$ cat src/rtl/fbct_pkg.sv
`timescale 1ns / 1ps

package fbct_pkg;

    localparam int LIST_DEPTH     = 64;
    localparam int ADDR_BITS      = 16;
    localparam int SIZE_BITS      = ADDR_BITS + 1;
    localparam int END_BITS       = ADDR_BITS + 2;
    localparam int IDX_BITS       = $clog2(LIST_DEPTH);
    localparam int CNT_BITS       = $clog2(LIST_DEPTH + 1);
    localparam int OP_BITS        = 2;
    localparam int TDATA_IN_BITS  = ((2 * ADDR_BITS + 7) / 8) * 8;
    localparam int TDATA_OUT_BITS = ((ADDR_BITS + SIZE_BITS + 7) / 8) * 8;
    localparam int TUSER_OUT_BITS = 2;

    typedef enum logic [OP_BITS-1:0] {
        OP_ADD     = 2'd0,
        OP_RELEASE = 2'd1,
        OP_DUMP    = 2'd2
    } t_op;

    typedef enum logic [3:0] {
        ST_IDLE,
        ST_SCAN_RD,
        ST_SCAN_CHK,
        ST_DECIDE,
        ST_MERGE_WR,
        ST_SHDN_RD,
        ST_SHDN_WR,
        ST_SHUP_RD,
        ST_SHUP_WR,
        ST_INS_WR,
        ST_DUMP_RD,
        ST_DUMP_LD,
        ST_DUMP_OUT
    } t_state;

    typedef struct packed {
        logic [ADDR_BITS-1:0] start;
        logic [SIZE_BITS-1:0] size;
    } t_entry;

    typedef struct packed {
        logic                below;
        logic                reach;
        logic [END_BITS-1:0] ends;
    } t_cmp;

endpackage

$ cat src/rtl/fbct_ram.sv
`timescale 1ns / 1ps

module fbct_ram #(
    parameter int WIDTH = 8,
    parameter int DEPTH = 16
) (
    input  logic                     i_clk,
    input  logic                     i_we,
    input  logic [$clog2(DEPTH)-1:0] i_waddr,
    input  logic [WIDTH-1:0]         i_wdata,
    input  logic [$clog2(DEPTH)-1:0] i_raddr,
    output logic [WIDTH-1:0]         o_rdata
);

    logic [WIDTH-1:0] r_mem [DEPTH];
    logic [WIDTH-1:0] r_rdata;

    always_ff @(posedge i_clk) begin
        if (i_we) begin
            r_mem[i_waddr] <= i_wdata;
        end
        r_rdata <= r_mem[i_raddr];
    end

    assign o_rdata = r_rdata;

endmodule

$ cat src/rtl/fbct_unit.sv
`timescale 1ns / 1ps

module fbct_unit (
    input  fbct_pkg::t_entry                  i_entry,
    input  logic [fbct_pkg::ADDR_BITS-1:0]    i_ns,
    input  logic [fbct_pkg::END_BITS-1:0]     i_ne,
    output fbct_pkg::t_cmp                    o_cmp
);

    logic [fbct_pkg::END_BITS-1:0] ends;
    logic [fbct_pkg::END_BITS-1:0] start_ext;
    logic [fbct_pkg::END_BITS-1:0] ns_ext;

    assign start_ext = {{(fbct_pkg::END_BITS - fbct_pkg::ADDR_BITS){1'b0}}, i_entry.start};
    assign ns_ext    = {{(fbct_pkg::END_BITS - fbct_pkg::ADDR_BITS){1'b0}}, i_ns};
    assign ends      = start_ext
                     + {{(fbct_pkg::END_BITS - fbct_pkg::SIZE_BITS){1'b0}}, i_entry.size};

    assign o_cmp.ends  = ends;
    assign o_cmp.below = (ends < ns_ext);
    assign o_cmp.reach = (start_ext <= i_ne);

endmodule

$ cat src/rtl/fbct_seq.sv
`timescale 1ns / 1ps

module fbct_seq (
    input  logic                            i_clk,
    input  logic                            i_rst_n,
    input  logic                            i_in_vld,
    output logic                            o_in_rdy,
    input  logic [fbct_pkg::OP_BITS-1:0]    i_op,
    input  logic [fbct_pkg::ADDR_BITS-1:0]  i_ns,
    input  logic [fbct_pkg::ADDR_BITS-1:0]  i_sz,
    output logic                            o_out_vld,
    input  logic                            i_out_rdy,
    output fbct_pkg::t_entry                o_out_entry,
    output logic                            o_out_valid,
    output logic                            o_out_last,
    output logic                            o_ovf,
    output logic                            o_we,
    output logic [fbct_pkg::IDX_BITS-1:0]   o_waddr,
    output fbct_pkg::t_entry                o_wdata,
    output logic [fbct_pkg::IDX_BITS-1:0]   o_raddr,
    input  fbct_pkg::t_entry                i_rdata,
    output logic [fbct_pkg::ADDR_BITS-1:0]  o_ns,
    output logic [fbct_pkg::END_BITS-1:0]   o_ne,
    input  fbct_pkg::t_cmp                  i_cmp
);

    localparam int AB = fbct_pkg::ADDR_BITS;
    localparam int SB = fbct_pkg::SIZE_BITS;
    localparam int EB = fbct_pkg::END_BITS;
    localparam int IB = fbct_pkg::IDX_BITS;
    localparam int CB = fbct_pkg::CNT_BITS;

    fbct_pkg::t_state r_state, n_state;

    logic [CB-1:0]    r_cnt, n_cnt;
    logic             r_ovf, n_ovf;
    logic [AB-1:0]    r_ns, n_ns;
    logic [AB-1:0]    r_sz, n_sz;
    logic [EB-1:0]    r_ne, n_ne;
    logic [CB-1:0]    r_idx, n_idx;
    logic [CB-1:0]    r_lo, n_lo;
    logic [CB-1:0]    r_dst, n_dst;
    logic             r_found, n_found;
    logic             r_join, n_join;
    logic [AB-1:0]    r_ms, n_ms;
    logic [EB-1:0]    r_le, n_le;
    logic             r_out_vld, n_out_vld;
    fbct_pkg::t_entry r_out_entry, n_out_entry;
    logic             r_out_valid, n_out_valid;
    logic             r_out_last, n_out_last;

    logic [EB-1:0]    me;
    logic [EB-1:0]    msz;
    logic [CB-1:0]    dst_m1;
    logic [CB-1:0]    idx_p1;

    assign me     = (r_le > r_ne) ? r_le : r_ne;
    assign msz    = me - {{(EB - AB){1'b0}}, r_ms};
    assign dst_m1 = r_dst - 1'b1;
    assign idx_p1 = r_idx + 1'b1;

    always_comb begin
        n_state = r_state;
        case (r_state)
            fbct_pkg::ST_IDLE: begin
                if (i_in_vld) begin
                    case (fbct_pkg::t_op'(i_op))
                        fbct_pkg::OP_ADD,
                        fbct_pkg::OP_RELEASE: n_state = fbct_pkg::ST_SCAN_RD;
                        fbct_pkg::OP_DUMP: begin
                            n_state = (r_cnt == '0) ? fbct_pkg::ST_DUMP_OUT
                                                    : fbct_pkg::ST_DUMP_RD;
                        end
                        default: n_state = fbct_pkg::ST_IDLE;
                    endcase
                end
            end
            fbct_pkg::ST_SCAN_RD: begin
                n_state = (r_idx == r_cnt) ? fbct_pkg::ST_DECIDE : fbct_pkg::ST_SCAN_CHK;
            end
            fbct_pkg::ST_SCAN_CHK: begin
                if ((!r_found && i_cmp.below) || i_cmp.reach) begin
                    n_state = fbct_pkg::ST_SCAN_RD;
                end else begin
                    n_state = fbct_pkg::ST_DECIDE;
                end
            end
            fbct_pkg::ST_DECIDE: begin
                if (r_join) begin
                    n_state = fbct_pkg::ST_MERGE_WR;
                end else if (r_cnt == CB'(fbct_pkg::LIST_DEPTH)) begin
                    n_state = fbct_pkg::ST_IDLE;
                end else begin
                    n_state = fbct_pkg::ST_SHUP_RD;
                end
            end
            fbct_pkg::ST_MERGE_WR: n_state = fbct_pkg::ST_SHDN_RD;
            fbct_pkg::ST_SHDN_RD: begin
                n_state = (r_idx == r_cnt) ? fbct_pkg::ST_IDLE : fbct_pkg::ST_SHDN_WR;
            end
            fbct_pkg::ST_SHDN_WR: n_state = fbct_pkg::ST_SHDN_RD;
            fbct_pkg::ST_SHUP_RD: begin
                n_state = (r_dst == r_lo) ? fbct_pkg::ST_INS_WR : fbct_pkg::ST_SHUP_WR;
            end
            fbct_pkg::ST_SHUP_WR:  n_state = fbct_pkg::ST_SHUP_RD;
            fbct_pkg::ST_INS_WR:   n_state = fbct_pkg::ST_IDLE;
            fbct_pkg::ST_DUMP_RD:  n_state = fbct_pkg::ST_DUMP_LD;
            fbct_pkg::ST_DUMP_LD:  n_state = fbct_pkg::ST_DUMP_OUT;
            fbct_pkg::ST_DUMP_OUT: begin
                if (i_out_rdy) begin
                    n_state = r_out_last ? fbct_pkg::ST_IDLE : fbct_pkg::ST_DUMP_RD;
                end
            end
            default: n_state = fbct_pkg::ST_IDLE;
        endcase
    end

    always_comb begin
        n_cnt       = r_cnt;
        n_ovf       = r_ovf;
        n_ns        = r_ns;
        n_sz        = r_sz;
        n_ne        = r_ne;
        n_idx       = r_idx;
        n_lo        = r_lo;
        n_dst       = r_dst;
        n_found     = r_found;
        n_join      = r_join;
        n_ms        = r_ms;
        n_le        = r_le;
        n_out_vld   = r_out_vld;
        n_out_entry = r_out_entry;
        n_out_valid = r_out_valid;
        n_out_last  = r_out_last;
        o_we        = 1'b0;
        o_waddr     = r_lo[IB-1:0];
        o_wdata     = i_rdata;
        o_raddr     = r_idx[IB-1:0];
        case (r_state)
            fbct_pkg::ST_IDLE: begin
                if (i_in_vld) begin
                    n_ns    = i_ns;
                    n_sz    = i_sz;
                    n_ne    = {{(EB - AB){1'b0}}, i_ns} + {{(EB - AB){1'b0}}, i_sz};
                    n_idx   = '0;
                    n_found = 1'b0;
                    n_join  = 1'b0;
                    if (fbct_pkg::t_op'(i_op) == fbct_pkg::OP_DUMP && r_cnt == '0) begin
                        n_out_entry = '0;
                        n_out_valid = 1'b0;
                        n_out_last  = 1'b1;
                        n_out_vld   = 1'b1;
                    end
                end
            end
            fbct_pkg::ST_SCAN_RD: begin
                if (r_idx == r_cnt && !r_found) begin
                    n_lo = r_idx;
                end
            end
            fbct_pkg::ST_SCAN_CHK: begin
                if (!r_found && i_cmp.below) begin
                    n_idx = idx_p1;
                end else begin
                    if (!r_found) begin
                        n_found = 1'b1;
                        n_lo    = r_idx;
                        n_ms    = (i_rdata.start < r_ns) ? i_rdata.start : r_ns;
                    end
                    if (i_cmp.reach) begin
                        n_join = 1'b1;
                        n_le   = i_cmp.ends;
                        n_idx  = idx_p1;
                    end
                end
            end
            fbct_pkg::ST_DECIDE: begin
                if (!r_join) begin
                    if (r_cnt == CB'(fbct_pkg::LIST_DEPTH)) begin
                        n_ovf = 1'b1;
                    end else begin
                        n_dst = r_cnt;
                    end
                end
            end
            fbct_pkg::ST_MERGE_WR: begin
                o_we          = 1'b1;
                o_wdata.start = r_ms;
                o_wdata.size  = msz[SB-1:0];
                n_dst         = r_lo + 1'b1;
            end
            fbct_pkg::ST_SHDN_RD: begin
                if (r_idx == r_cnt) begin
                    n_cnt = r_dst;
                end
            end
            fbct_pkg::ST_SHDN_WR: begin
                o_we    = 1'b1;
                o_waddr = r_dst[IB-1:0];
                n_idx   = idx_p1;
                n_dst   = r_dst + 1'b1;
            end
            fbct_pkg::ST_SHUP_RD: begin
                o_raddr = dst_m1[IB-1:0];
            end
            fbct_pkg::ST_SHUP_WR: begin
                o_we    = 1'b1;
                o_waddr = r_dst[IB-1:0];
                n_dst   = dst_m1;
            end
            fbct_pkg::ST_INS_WR: begin
                o_we          = 1'b1;
                o_wdata.start = r_ns;
                o_wdata.size  = {1'b0, r_sz};
                n_cnt         = r_cnt + 1'b1;
            end
            fbct_pkg::ST_DUMP_LD: begin
                n_out_entry = i_rdata;
                n_out_valid = 1'b1;
                n_out_last  = (idx_p1 == r_cnt);
                n_out_vld   = 1'b1;
            end
            fbct_pkg::ST_DUMP_OUT: begin
                if (i_out_rdy) begin
                    n_out_vld = 1'b0;
                    n_idx     = idx_p1;
                end
            end
            default: begin
            end
        endcase
    end

    always_ff @(posedge i_clk) begin
        if (!i_rst_n) begin
            r_state   <= fbct_pkg::ST_IDLE;
            r_cnt     <= '0;
            r_ovf     <= 1'b0;
            r_out_vld <= 1'b0;
        end else begin
            r_state   <= n_state;
            r_cnt     <= n_cnt;
            r_ovf     <= n_ovf;
            r_out_vld <= n_out_vld;
        end
        r_ns        <= n_ns;
        r_sz        <= n_sz;
        r_ne        <= n_ne;
        r_idx       <= n_idx;
        r_lo        <= n_lo;
        r_dst       <= n_dst;
        r_found     <= n_found;
        r_join      <= n_join;
        r_ms        <= n_ms;
        r_le        <= n_le;
        r_out_entry <= n_out_entry;
        r_out_valid <= n_out_valid;
        r_out_last  <= n_out_last;
    end

    assign o_in_rdy    = (r_state == fbct_pkg::ST_IDLE);
    assign o_out_vld   = r_out_vld;
    assign o_out_entry = r_out_entry;
    assign o_out_valid = r_out_valid;
    assign o_out_last  = r_out_last;
    assign o_ovf       = r_ovf;
    assign o_ns        = r_ns;
    assign o_ne        = r_ne;

endmodule

$ cat src/rtl/free_block_coalescing_table.sv
`timescale 1ns / 1ps
// Insert: scans entries, then moves entries and writes the new or merged one;
//   the pace is set by one access per cycle to the list RAM.
// Dump: each entry is read from the list RAM and sent, waiting on m_axis_tready; empty list gives 1 transaction.
// One item at a time: s_axis_tready is high only in the idle state between items.
// Reset (synchronous, active low) clears count, overflow flag and output valid;
//   list storage is not cleared and needs no clearing pass.

module free_block_coalescing_table (
    input  logic                                  i_clk,
    input  logic                                  i_rst_n,
    input  logic                                  s_axis_tvalid,
    output logic                                  s_axis_tready,
    input  logic [fbct_pkg::TDATA_IN_BITS-1:0]    s_axis_tdata,  // block_start, block_size
    input  logic [fbct_pkg::OP_BITS-1:0]          s_axis_tuser,  // op
    output logic                                  m_axis_tvalid,
    input  logic                                  m_axis_tready,
    output logic [fbct_pkg::TDATA_OUT_BITS-1:0]   m_axis_tdata,  // out_start, out_size
    output logic [fbct_pkg::TUSER_OUT_BITS-1:0]   m_axis_tuser,  // out_valid, overflow_seen
    output logic                                  m_axis_tlast
);

    localparam int AB = fbct_pkg::ADDR_BITS;
    localparam int SB = fbct_pkg::SIZE_BITS;

    logic                          we;
    logic [fbct_pkg::IDX_BITS-1:0] waddr;
    logic [fbct_pkg::IDX_BITS-1:0] raddr;
    fbct_pkg::t_entry              wdata;
    fbct_pkg::t_entry              rdata;
    logic [$bits(fbct_pkg::t_entry)-1:0] rdata_bits;
    logic [AB-1:0]                 ns;
    logic [fbct_pkg::END_BITS-1:0] ne;
    fbct_pkg::t_cmp                cmp;
    fbct_pkg::t_entry              out_entry;
    logic                          out_valid;
    logic                          out_last;
    logic                          ovf;

    fbct_ram #(
        .WIDTH($bits(fbct_pkg::t_entry)),
        .DEPTH(fbct_pkg::LIST_DEPTH)
    ) u_ram (
        .i_clk   (i_clk),
        .i_we    (we),
        .i_waddr (waddr),
        .i_wdata (wdata),
        .i_raddr (raddr),
        .o_rdata (rdata_bits)
    );

    assign rdata = fbct_pkg::t_entry'(rdata_bits);

    fbct_unit u_unit (
        .i_entry (rdata),
        .i_ns    (ns),
        .i_ne    (ne),
        .o_cmp   (cmp)
    );

    fbct_seq u_seq (
        .i_clk       (i_clk),
        .i_rst_n     (i_rst_n),
        .i_in_vld    (s_axis_tvalid),
        .o_in_rdy    (s_axis_tready),
        .i_op        (s_axis_tuser),
        .i_ns        (s_axis_tdata[AB-1:0]),
        .i_sz        (s_axis_tdata[2*AB-1:AB]),
        .o_out_vld   (m_axis_tvalid),
        .i_out_rdy   (m_axis_tready),
        .o_out_entry (out_entry),
        .o_out_valid (out_valid),
        .o_out_last  (out_last),
        .o_ovf       (ovf),
        .o_we        (we),
        .o_waddr     (waddr),
        .o_wdata     (wdata),
        .o_raddr     (raddr),
        .i_rdata     (rdata),
        .o_ns        (ns),
        .o_ne        (ne),
        .i_cmp       (cmp)
    );

    assign m_axis_tdata = {{(fbct_pkg::TDATA_OUT_BITS - AB - SB){1'b0}},
                           out_entry.size, out_entry.start};
    assign m_axis_tuser = {ovf, out_valid};
    assign m_axis_tlast = out_last;

endmodule
$ cat config.mk
export PLATFORM = sky130hd
export DESIGN_NAME = free_block_coalescing_table
export DESIGN_NICKNAME = d
export VERILOG_FILES = /design/src/rtl/fbct_pkg.sv /design/src/rtl/fbct_ram.sv /design/src/rtl/fbct_unit.sv /design/src/rtl/fbct_seq.sv /design/src/rtl/free_block_coalescing_table.sv
export SDC_FILE = /design/constraint.sdc
export NUM_CORES = 2
export LEC_CHECK = 0
export ABC_CLOCK_PERIOD_IN_PS = 15600
export BUFFER_PORTS_ARGS = -buffer_cell sky130_fd_sc_hd__buf_2
export CORE_ASPECT_RATIO = 1.2
export CORE_UTILIZATION = 45
export CTS_BUF_LIST = sky130_fd_sc_hd__clkbuf_8
export CTS_CLUSTER_DIAMETER = 30
export DETAILED_ROUTE_END_ITERATION = 8
export PLACE_DENSITY_LB_ADDON = 0.25
export SYNTH_ARGS = -nofsm -noshare
export SYNTH_HDL_FRONTEND = slang
export SYNTH_SLANG_ARGS = --single-unit
$ cat constraint.sdc
create_clock -name i_clk -period 15.6 [get_ports i_clk]
set_clock_uncertainty 0.1 [all_clocks]
set_input_delay 1.56 -clock i_clk [delete_from_list [all_inputs] [get_ports i_clk]]
set_output_delay 1.56 -clock i_clk [all_outputs]
set_load 0.02 [all_outputs]
== Word level (Yosys, flattened, before mapping) ==
Memories as Yosys holds them, arrays and structs flattened. A register that Yosys moved wholly into a read port is not among the register bits.
Cells that the tools add are included.

* Register bits: 154
* Memory bits (writable): 2112
* Bits of input ports: 38
* Output and inout port bits: 45
* Logic and storage cells: 146
* Memories: 1

* Add/sub/neg operators: 8
* Order comparisons: 4
* Equality and inequality tests: 29
* Multiplexer cells: 51
* Bitwise gates (word level): 3
* Reductions and logical operators: 32

{| class="wikitable"
|+ Memories
! name !! words !! bits a word !! rd ports !! clocked after memory_dff !! write ports !! line !! RTL
|-
| u_ram.r_mem || 64 || 33 || 1 || 1 || 1 || fbct_ram.sv:15 || <nowiki>logic [WIDTH-1:0] r_mem [DEPTH];</nowiki>
|}

{| class="wikitable"
|+ Operators with widths
! kind !! count
|-
| 33-bit case mux with 2 select lines || 2
|-
| 7-bit two-way mux || 10
|-
| 33-bit two-way mux || 2
|-
| 7-bit case mux with 4 select lines || 2
|-
| 4-bit case mux with 11 select lines || 1
|-
| 7-bit by 1-bit adder with 7-bit output, second input constant || 4
|-
| 7-bit case mux with 2 select lines || 2
|-
| 7-bit equality test || 3
|-
| 4-bit equality test, second input constant || 5
|-
| 16-bit by 17-bit adder with 18-bit output || 1
|-
| 18-bit by 17-bit > comparator with 1-bit output || 1
|-
| 18-bit by 16-bit less-than comparator with 1-bit output || 1
|-
| 3-bit AND reduction || 6
|-
| 16-bit by 16-bit adder with 17-bit output || 1
|-
| 16-bit by 17-bit less-or-equal comparator with 1-bit output || 1
|-
| 17-bit two-way mux || 1
|-
| 17-bit by 16-bit subtractor with 17-bit output || 1
|-
| 4-bit by 3-bit equality test with 1-bit output, second input constant || 4
|-
| 16-bit less-than comparator || 1
|-
| 16-bit two-way mux || 1
|-
| 4-bit two-way mux || 4
|-
| 4-bit AND reduction || 4
|-
| 1-bit two-way mux || 14
|-
| 6-bit two-way mux || 2
|-
| 27 further kinds || 53
|}

== Depth between registers and ports, before layout ==
* Depth in word-level cells: 6
* Mapped depth: 20
* Gate-level depth less buffers: 20

== By module ==
Synthesis repeated with hierarchy kept, for this count alone.

* Cell total of the unflattened synthesis: 4748
* Area, all modules: 92468.7 µm²

{| class="wikitable"
|+ Modules (own cells, without submodules)
! module !! instances !! cells an instance !! area an instance (µm²)
|-
| fbct_ram || 1 || 3598 || 81186.6
|-
| fbct_seq || 1 || 912 || 9580.4
|-
| fbct_unit || 1 || 228 || 1630.3
|-
| free_block_coalescing_table || 1 || 10 || 71.3
|}

== Least setup slack after synthesis ==
Ideal clock, no wire load.

* Path kind: register to register
* Start point: register u_seq.r_ne[9], in the netlist u_seq.o_ne[9]
* End point: memory u_ram.r_mem[0][14] (netlist bit) (data pin)
* Setup time: 0.702 ns
* Arrival time: 6.665 ns
* Required time: 14.798 ns
* Slack: 8.133 ns
* Stages on the path, launching flop included: 21
* Clock period less this slack: 7.467 ns
* Cell sequence: edfxtp_1 inv_1 ha_1 a21oi_1 o21ai_0 a211o_1 a221oi_1 o21a_1 nor2_1 clkbuf_1 nand2_1 o21ai_0 fa_1 a211o_1 o211ai_1 a31oi_1 o41ai_1 o31ai_1 o21ai_0 mux2_2 o21ai_0

* Cells in the longest elaborated chain, start to end: 4

{| class="wikitable"
|+ Ends and longest elaborated chain
! what !! line !! RTL
|-
| from (decl) || fbct_seq.sv:39 || <nowiki>logic [EB-1:0] r_ne, n_ne;</nowiki>
|-
| from (signal assigned) || fbct_seq.sv:248 || <nowiki>r_ne <= n_ne;</nowiki>
|-
| 18-bit by 17-bit > comparator with 1-bit output || fbct_seq.sv:57 || <nowiki>assign me = (r_le > r_ne) ? r_le : r_ne;</nowiki>
|-
| 17-bit two-way mux * || fbct_seq.sv:57 ||
|-
| 17-bit by 16-bit subtractor with 17-bit output * || fbct_seq.sv:58 || <nowiki>assign msz = me - {{(EB - AB){1'b0}}, r_ms};</nowiki>
|-
| 33-bit case mux with 2 select lines * || fbct_seq.sv:139 || <nowiki>case (r_state)</nowiki>
|-
| net u_ram.i_wdata[14] || fbct_ram.sv:10 || <nowiki>input logic [WIDTH-1:0] i_wdata,</nowiki>
|-
| to (decl) || fbct_ram.sv:15 ||
|}

The timed path passes the listed nets; every way through them passes the cells marked *.

== Worst setup path after layout ==
* Start point: register u_seq.r_ne[4], in the netlist u_seq.o_ne[4]
* End point: memory u_ram.r_mem[46][14] (netlist bit) (data pin)

Same word-level chain as after synthesis.

==> results.tsv <==
metric	value	unit
Max-Cap Viols	0	
CP Capture Type	flip-flop	
starting DRC count in detailed routing	6289	
fin crit share	42.5	%
ys async rst share	0	%
CTS root buf	clkbuf_8	
FF-to-FF path depth	20	
drt drc	0	
Synth Warn #	0	
Worst Hold End	u_seq.o_ovf$_SDFFE_PN0P_	
die area	208000	um2
Setup Viol. Count Final	0	
Hold Path Cell Cnt	1	
Post-Syn Area	92800	um2
critical path class	reg -> reg	
total track usage	25.2	%
Worst EP required	16.25	ns
post-CTS setup buffer count	0	
reg-to-reg setup timing slack	8.97	ns
critical path peak fanout	64	
row cnt	182	
sequential area share after synthesis	73.9	%
VDD IR max	0.122	mV
die extent in x	417	um
M3 GR Usage	4.71	%
CTS tree	built	
Least-Margin Pin Slew	1.30	ns
Worst Min Path Start	u_seq.o_ovf$_SDFFE_PN0P_	
core area	205000	um2
worst r2r dst	u_ram.r_mem[46][14]$_DFFE_PP_	
area growth from synthesis to layout	13.6	%
Max Clk Rate	151	MHz
fin. max-slew vios	0	
vias in the first global route	54900	
post_cts resized	0	
DRT Pass-1 Iters	6	
Via density	5.94	
clock latency on the worst-skew pair	1.10	ns
WHS	0.381	ns
Post-DP HPWL	145000	um
Startpoint Class	flip-flop	
Post-synth EDFFs	2253	
I/O Buffers	75	
Inst Count DP	8553	
Hold Violations, Final	0	
Primary FF master, synth	edfxtp_1	
Final nets	6450	
top cells by area, synth	edfxtp_1 73%, mux4_2 6.4%, nand2_1 4.5%	
first-pass GRT wire length	378000	um
Fillers	16700	
status	complete, no violations	
Place WS	9.01	ns
RSZ-0062 raised after global routing	no	
Pwr Density	175	nW/um2
Synth Instances	5978	
CTS Hold Bufs	0	
Vias	55100	
minimum clock period	6.63	ns
CTS buffer count	406	
HP Class	reg -> reg	
initial antenna violation count	7	
Syn Area/Cell	15.5	um2
Avg WL per Cell	28.5	um
Worst slew margin	13.1	%
Worst-path clk slew	0.06	ns
Data arrival, critical path	7.29	ns
share of layout cells above drive strength 1	18.2	%
Seq cells post-synth	2299	
GR Util met2	41.9	%
crit path launch	u_seq.o_ne[4]$_DFFE_PP_	
total clock sinks	2299	
clock buffer depth	4	
Initial Util	45.3	%
Reg area	68600	um2
chip height	499	um
GR Util met1	32.4	%
largest net degree at the start of global routing	146	
Boundary Pins	83	
Post-Layout Cell Count	9282	
antenna-violating nets left	0	
worst r2r src	u_seq.o_ne[4]$_DFFE_PP_	
Synth cell types	69	
Static Leak	35.4	nW
footprint of the multi-input gates	23300	um2
Worst Slack Setup Final	8.97	ns
setup TNS	0	ns
Top Usage Layer GRT	met2	
GRT overflow	0	
WL final	264000	um
routability cong.	0.881	
H-tree depth	5	
Yosys top cell by area	edfxtp_1	
area share of the leading cell type in the synthesized netlist	72.9	%
-- state kept, by name (all words and copies together), names as in the netlist --
register and cells:
u_seq.r_found 1, u_seq.r_idx 7, u_seq.r_join 1, u_seq.r_dst 7, u_seq.o_out_last 1, u_seq.r_lo 7
u_ram.r_mem 2112, u_ram.o_rdata 33, u_seq.o_ne 17, u_seq.o_ovf 1, u_seq.o_out_valid 1, u_seq.o_out_entry 33
u_seq.r_ms 16, u_seq.o_ns 16, u_seq.o_out_vld 1, u_seq.r_sz 16, u_seq.r_cnt 7, u_seq.r_state 4
u_seq.r_le 18
-- report_power, final --
group	internal [W]	total, W	switching (W)
clock network	0.00315	0.00559	0.00245
logic	0.00125	0.00467	0.00343
registers	0.00797	0.00821	0.000237
-- final cells by class --
class	instances	share of cell area [%]
inverter	91	0.324
antenna	5	0.0119
sequential	2299	65.1
tap	2668	3.17
timing repair buffer	243	1.61
multi-input combinational	3252	22.1
clock buffer	422	5.51
clock inverter	302	2.23
-- cells by family (layout without fill, tap and decap cells) --
family                     count (synthesis)  in the layout  share of synthesized area, %
other                                      1             12                       0.00404
and+or+nand+nor                         2107           2107                          10.0
buffers and inverters                    433           1058                          2.12
adders and majority gates                119            119                          1.63
xor gates and xnor gates                  64             64                         0.604
muxes                                    336            336                          7.23
AOI/OAI and AO/OA                        619            619                          4.48
DFF                                     2299           2299                          73.9
-- worst max-delay path by stage --
stage                               endpoint  slack, ns  cells past startpoint
6_report       u_ram.r_mem[46][14]$_DFFE_PP_       8.97                     20
5_1_grt        u_ram.r_mem[43][14]$_DFFE_PP_       8.53                     20
4_1_cts         u_ram.r_mem[4][14]$_DFFE_PP_       9.00                     19
3_5_place_dp   u_ram.r_mem[36][14]$_DFFE_PP_       9.01                     20
3_3_place_gp   u_ram.r_mem[47][14]$_DFFE_PP_       9.08                     20
2_1_floorplan   u_ram.r_mem[0][14]$_DFFE_PP_       8.13                     20
-- cell usage in the layout, fill, tap and decap left out, types with 42 or more instances in the layout --
cell	count
nand2_1	1110
o211ai_1	42
a31oi_1	46
mux4_2	264
clkbuf_8	422
inv_1	194
clkinv_1	75
o21ai_0	155
a21oi_1	52
nand3_1	580
clkinv_2	50
a22oi_1	145
edfxtp_1	2253
mux2i_1	48
ha_1	116
buf_4	163
nor2_1	75
dfxtp_1	46
nand4_1	108
nor2_4	70
buf_2	75
-- cells in the mapped netlist, types with 4 or more instances --
library cell and number:
or2_2 8, buf_2 159, nand3b_1 5, nand3_1 581, a221oi_1 5, ha_1 116
a32oi_1 36, a21oi_1 52, a21o_1 19, edfxtp_1 2253, o41ai_1 4, nand2b_1 26
nor3b_1 4, nor2_1 144, nand2_1 1115, o31ai_1 8, mux2_2 21, inv_1 91
o21ai_0 163, a221o_1 5, nand4_1 108, mux4_2 264, nor2b_1 15, and2_1 32
buf_4 36, mux2i_1 50, buf_1 18, clkbuf_1 128, nor2_2 4, xor2_1 26
o211ai_1 42, nor3_1 36, dfxtp_1 46, a31oi_1 46, o21ai_1 9, a211oi_1 9
o21bai_1 5, a22oi_1 145, nor4_1 9, xnor2_1 38, o221ai_1 18, and3_1 9
o21a_1 19, a21boi_0 4
-- stage by stage --
| step | area (um2) | util, % | total power (W) |
|---|---|---|---|
| after floorplan | 92800 | - | 0.0110 |
| after global placement | 97200 | 47.4 | 0.0129 |
| after detailed placement | 97200 | 47.4 | 0.0130 |
| after CTS | 105000 | 51.4 | 0.0185 |
| after global routing | 105000 | 51.4 | 0.0191 |
| final | 105000 | 51.4 | 0.0185 |
-- worst max-delay path, stage by stage, from the launching register on --
cell	delay [ns]
edfxtp_1	0.34
inv_1	0.07
ha_1	0.29
nand4_1	0.13
o221ai_1	0.38
a221oi_1	0.17
o21a_1	0.22
nor2_1	0.78
mux2i_1	0.27
ha_1	0.19
inv_1	0.07
fa_1	0.45
a211o_1	0.31
o211ai_1	0.15
a31oi_1	0.23
o41ai_1	0.61
o31ai_1	0.26
o21ai_0	0.21
mux2_2	0.38
o21ai_4	0.11
buf_4	0.53
-- per-layer routing --
metal  wire [um]  share of wire [%]  up-vias
li1            -                  -    23700
met5           0                  0        -
met1      101000                 38    28300
met2      128000                 49     2663
met3       22600                8.5      472
met4       11900                4.5        0
Note: power is estimated with default switching activity, not from simulation.
